## src/design/tdcwd_pkg.sv

```systemverilog
// Shared types and constants for the TDC word decoder with hit store.
// No dependencies; imported by the decoder and the core.
`timescale 1ns / 1ps

package tdcwd_pkg;

	// input modes
	localparam logic [1:0] MODE_READOUT  = 2'd0;
	localparam logic [1:0] MODE_READBACK = 2'd1;
	localparam logic [1:0] MODE_CLEAR    = 2'd2;

	// result kinds
	localparam logic [1:0] KIND_DATA     = 2'd0;
	localparam logic [1:0] KIND_END      = 2'd1;
	localparam logic [1:0] KIND_READBACK = 2'd2;

	// configuration register indexes
	localparam int CFG_IDX_W = 4;
	localparam logic [CFG_IDX_W-1:0] REG_HEADER_VALUE    = 4'd0;
	localparam logic [CFG_IDX_W-1:0] REG_HEADER_MASK     = 4'd1;
	localparam logic [CFG_IDX_W-1:0] REG_HIGH_RESOLUTION = 4'd2;
	localparam logic [CFG_IDX_W-1:0] REG_CHANNELS_PER_MOD = 4'd3;
	localparam logic [CFG_IDX_W-1:0] REG_SLOT_FIRST_A    = 4'd4;
	localparam logic [CFG_IDX_W-1:0] REG_SLOT_SECOND_A   = 4'd5;
	localparam logic [CFG_IDX_W-1:0] REG_SLOT_FIRST_B    = 4'd6;
	localparam logic [CFG_IDX_W-1:0] REG_SLOT_SECOND_B   = 4'd7;

	// special words and slots
	localparam logic [31:0] WORD_ALL_ONES = 32'hffff_ffff;
	localparam logic [31:0] WORD_FILLER   = 32'hf1da_ffff;
	localparam logic [4:0]  SLOT_NO_STATUS = 5'd30;
	localparam logic [7:0]  COUNT_SAT     = 8'hff;
	localparam logic [15:0] WORDS_SAT     = 16'hffff;

	typedef struct packed {
		logic [1:0]  mode;
		logic [31:0] word;
		logic        first_word;
		logic [6:0]  query_channel;
		logic [5:0]  query_hit;
	} item_t;

	typedef struct packed {
		logic [1:0]  kind;
		logic [5:0]  channel;
		logic [15:0] value;
		logic        module_index;
		logic [4:0]  slot_number;
		logic        slot_known;
		logic        hit_fifo_overflow;
		logic        output_fifo_overflow;
		logic        lock_failure;
		logic        hit_dropped;
		logic [15:0] words_seen;
		logic [7:0]  hit_count;
	} result_t;

	// decoder configuration view
	typedef struct packed {
		logic [31:0] header_value;
		logic [31:0] header_mask;
		logic        high_resolution;
		logic [4:0]  slot_first_a;
		logic [4:0]  slot_second_a;
		logic [4:0]  slot_first_b;
		logic [4:0]  slot_second_b;
	} dec_cfg_t;

	// decoded fields of one readout word
	typedef struct packed {
		logic        in_buffer;
		logic        is_data;
		logic [5:0]  chan;
		logic [4:0]  slot;
		logic        module_sel;
		logic        known;
		logic        hfo;
		logic        ofo;
		logic        lockf;
		logic        store;
		logic [15:0] raw;
	} dec_t;

endpackage

```

## src/design/tdcwd_decode.sv

```systemverilog
// Combinational field decode of one TDC readout word.
// Depends on tdcwd_pkg (dec_cfg_t, dec_t, special word constants).
`timescale 1ns / 1ps

module tdcwd_decode
	import tdcwd_pkg::*;
(
	input  logic [31:0] word,
	input  dec_cfg_t    cfg,
	output dec_t        dec
);

	logic [5:0] raw_chan;
	logic       status_ok;

	assign raw_chan = word[21:16];

	always_comb begin
		dec = '0;
		dec.in_buffer = (word != WORD_ALL_ONES) &&
			((word & cfg.header_mask) == cfg.header_value);
		dec.is_data = word[23];
		// high resolution merges pairs; otherwise odd channels move up by 16
		if (cfg.high_resolution) begin
			dec.chan = {1'b0, raw_chan[5:1]};
		end else begin
			dec.chan = {raw_chan[5], raw_chan[0], raw_chan[4:1]};
		end
		dec.slot = word[31:27];
		if (dec.slot == cfg.slot_first_a || dec.slot == cfg.slot_second_a) begin
			dec.known = 1'b1;
			dec.module_sel = 1'b0;
		end else if (dec.slot == cfg.slot_first_b || dec.slot == cfg.slot_second_b) begin
			dec.known = 1'b1;
			dec.module_sel = 1'b1;
		end else begin
			dec.known = 1'b0;
			dec.module_sel = 1'b0;
		end
		status_ok = dec.known && (dec.slot != SLOT_NO_STATUS);
		dec.hfo   = status_ok & word[24];
		dec.ofo   = status_ok & word[25];
		dec.lockf = status_ok & ~word[26];
		dec.store = status_ok && (word != WORD_FILLER);
		dec.raw   = word[15:0];
	end

endmodule

```

## config.mk

```make
export PLATFORM = sky130hd
export DESIGN_NAME = tdcwd_decode
export DESIGN_NICKNAME = d
export VERILOG_FILES = /design/src/design/tdcwd_pkg.sv /design/src/design/tdcwd_decode.sv
export SDC_FILE = /design/constraint.sdc
export NUM_CORES = 1
export LEC_CHECK = 0
export ABC_AREA = 1
export BUFFER_PORTS_ARGS = -buffer_cell sky130_fd_sc_hd__clkbuf_2
export CORE_MARGIN = 10
export CORE_UTILIZATION = 37
export DETAILED_ROUTE_END_ITERATION = 8
export PLACE_DENSITY = 0.95
export SYNTH_ARGS = -nofsm -noshare
export SYNTH_HDL_FRONTEND = slang
export SYNTH_SLANG_ARGS = --single-unit
```

## constraint.sdc

```tcl
create_clock -name vclk -period 1.5
set_clock_uncertainty 0.1 [all_clocks]
set_input_delay 0.225 -clock vclk [all_inputs]
set_output_delay 0.225 -clock vclk [all_outputs]
set_load 0.01 [all_outputs]
```

# [Word level (Yosys, flattened, before mapping)]
# Cells that the tools add are included.
[op_classes] n_reduce_logical=5 n_eq_ne=8 muxes=3 n_bitwise=5
[op_table] op="$ne 32x32->1 const B" count=2
[op_table] op="$and 32x32->32" count=1
[op_table] op="$eq 32x32->1" count=1
[op_table] op="$eq 5x5->1" count=4
[op_table] op="$mux 6" count=1
[op_table] op="$ne 5x5->1 const B" count=1
[op_table] op="$mux 2" count=2
[op_table] op="$and 1x1->1" count=3
[op_table] op="$logic_and 1x1->1" count=3
[op_table] op="$logic_or 1x1->1" count=2
[op_table] op="$not 1->1" count=1
[totals] wordCells=21 register_bits=0 input_bits=117 out_inout_bits=35

# [Depth between registers and ports, before layout]
[depth] word_depth=6 depth_mapped=10 mapped_depth_nobuf=10

# [Worst setup path after synthesis]
# No wires, ideal clock.
[synth_timing] kind="input-to-output" start="input port word[27]" end="output port dec[17] (netlist bit)" required_ns=1.175 setup_slack_ns=0.131 arrival_time_ns=1.044 n_path_buf=1 path_stages=8 path_cell_list="buf_4 -> xnor2_1 -> nand2_2 -> nor2_2 -> nor2_2 -> nand2_4 -> nand2_4 -> nor2_2"
[synth_rtl] element="start: declaration" line_no="tdcwd_decode.sv:8" rtl="input logic [31:0] word,"
[synth_rtl] element="end: declaration" line_no="tdcwd_decode.sv:10" rtl="output dec_t dec"

==> reports/results.ini <==
[hold_path]
hold_class = in -> out
hold_depth = 2

[yosys]
ys_seq_area_frac = 0
synthDistinctLibCells = 23
yosysWarnings = 0
avgSynthCellArea_sq_um = 5.41
synth_area_sq_um = 1400
synth_nets = 375
syn_inst = 258

[sta]
slew_headroom = 0.853
setup_viol = 5
worst_pin_slew_ps = 219
final.setup.worst_slack_ps = -48.5
fmax_mhz = 646
rsz0062_at_grt = yes
min_period_ps = 1550
slew_viol_final = 0
hold_viol_final = 0
finalCritPeriodShare = 1.03

[critical_path]
critPathRequiredTime_ps = 1170
end_kind = primary output
cp.arrival_ps = 1220
cp-start-kind = primary input
path_class = in -> out
cp_max_fo = 7

[cells_and_area]
drive_above_1_share = 0.540
n_antenna_cell = 0
clockBufferCount = 0
design.seq.count = 0
final_common_cell = clkbuf_2
fin_cells = 435
layout_common_cells = 140 x clkbuf_2, 92 x nand2_1, 21 x inv_1, 21 x nor2_1, 17 x xnor2_1
final_area_sq_um = 2360
fin_util = 0.644
seq_area_sq_um = 0
fin_nets = 506
synthToLayoutAreaGrowth_pct = 68.9

[route]
dr.pass1.iters = 4
num_vias = 2015
ant_nets = 0
drt_iter0_drc = 22
wl_mm = 6.38
drc = 0
routedWlPerCell_um = 14.7
via_per_inst = 4.63

[global_route]
first_global_vias = 2067
grt_pass1_wl_mm = 9.03
grt_max_degree = 9
antenna_found_initial = 0
overflow = 0
grt_usage = 0.164

[power_and_ir_drop]
p_leak_nw = 1.36
max-vdd-ir-drop_mv = 0.218
p_per_area_nw_per_um2 = 289
totalPowerFinal_mw = 0.682

[floorplan]
dieHeight_um = 81.4
pin_count = 152
floorplan.initialDensity = 0.381
die-width_um = 81.4
die-area_sq_um = 6630
core.rowCount = 22
coreArea_sq_um = 3660

[placement]
place_area_sq_um = 2030
portBuffers = 152
dpl.hpwl_mm = 5.26
dp.cells = 434
pre_cts_ws_ps = -110
gp_congestion = 0.912

[job]
maxCapViolCount = 0

[clocking]
ctsHoldBuffers = 0

[outcome]
violations = negative setup slack
status = complete, but fails checks

-- cell usage after synthesis --
cell / number / share of area
nor3_1: 3 / 0.011
buf_6: 2 / 0.016
nor2_4: 2 / 0.016
nor3_2: 1 / 0.0072
nand4_1: 3 / 0.013
nand3_1: 9 / 0.032
or2_2: 2 / 0.0090
inv_1: 22 / 0.059
nand2_2: 4 / 0.018
nor2_1: 23 / 0.062
nand4_4: 1 / 0.015
xnor2_1: 23 / 0.14
clkinv_2: 1 / 0.0036
a21oi_1: 2 / 0.0072
nand3_4: 1 / 0.013
nand3b_1: 7 / 0.038
xor2_1: 6 / 0.038
nand2_1: 102 / 0.27
buf_4: 27 / 0.15
inv_2: 6 / 0.016
nand2_4: 3 / 0.024
nand3_2: 1 / 0.0072
nor2_2: 7 / 0.031
-- critical path: stages --
cell	delay (ps)
clkbuf_16	140
nand2_1	90
nand2_1	80
inv_2	60
nand3_2	100
nor2_4	120
nor2_4	50
nand2_4	90
nand2_8	80
nor2_4	90
buf_6	100
-- kinds of logic after synthesis --
| family | synth area share |
|---|---|
| xor+xnor | 0.182 |
| simple gates | 0.571 |
| buf+inv | 0.240 |
| compound gates | 0.00717 |
-- metal layers --
layer  share of wire  global-route usage  routed length, um  vias up
met2            0.53               0.329               3370      102
met4           0.023              0.0260                146        0
met3            0.11              0.0502                703       16
met5               0                   0                  0        -
li1                -                   -                  -     1017
met1            0.34               0.163               2170      880
-- power breakdown --
part	switching, mW	leakage [nW]	internal (mW)
Sequential	0	0	0
Combinational	0.342	1.36	0.340
Clock	0	0	0
Total	0.342	1.36	0.340
-- timing repair --
item	4_1_cts	5_1_grt
pin swaps	17	13
resized for setup	40	26
setup endpoints to repair	6	7
setup buffers	1	0
-- through the flow --
step	hold WS [ps]	setup TNS [ps]
global route	581	-535
detailed placement	570	-522
CTS	570	-18.3
global placement	569	-282
finish	566	-160
floorplan	381	0
-- area by class of cell --
cell class / count / area [sq um]
inverter: 29 / 128
multi-input combinational: 200 / 1220
fill: 323 / 1300
timing repair buffer: 158 / 946
tap: 48 / 60.1
-- worst paths after layout --
path | start | endpoint | slack [ps]
worst max-delay path | word[27] | dec[19] | -50
worst min-delay path | word[23] | dec[33] | 570
Note: power is estimated with default switching activity, not from simulation.
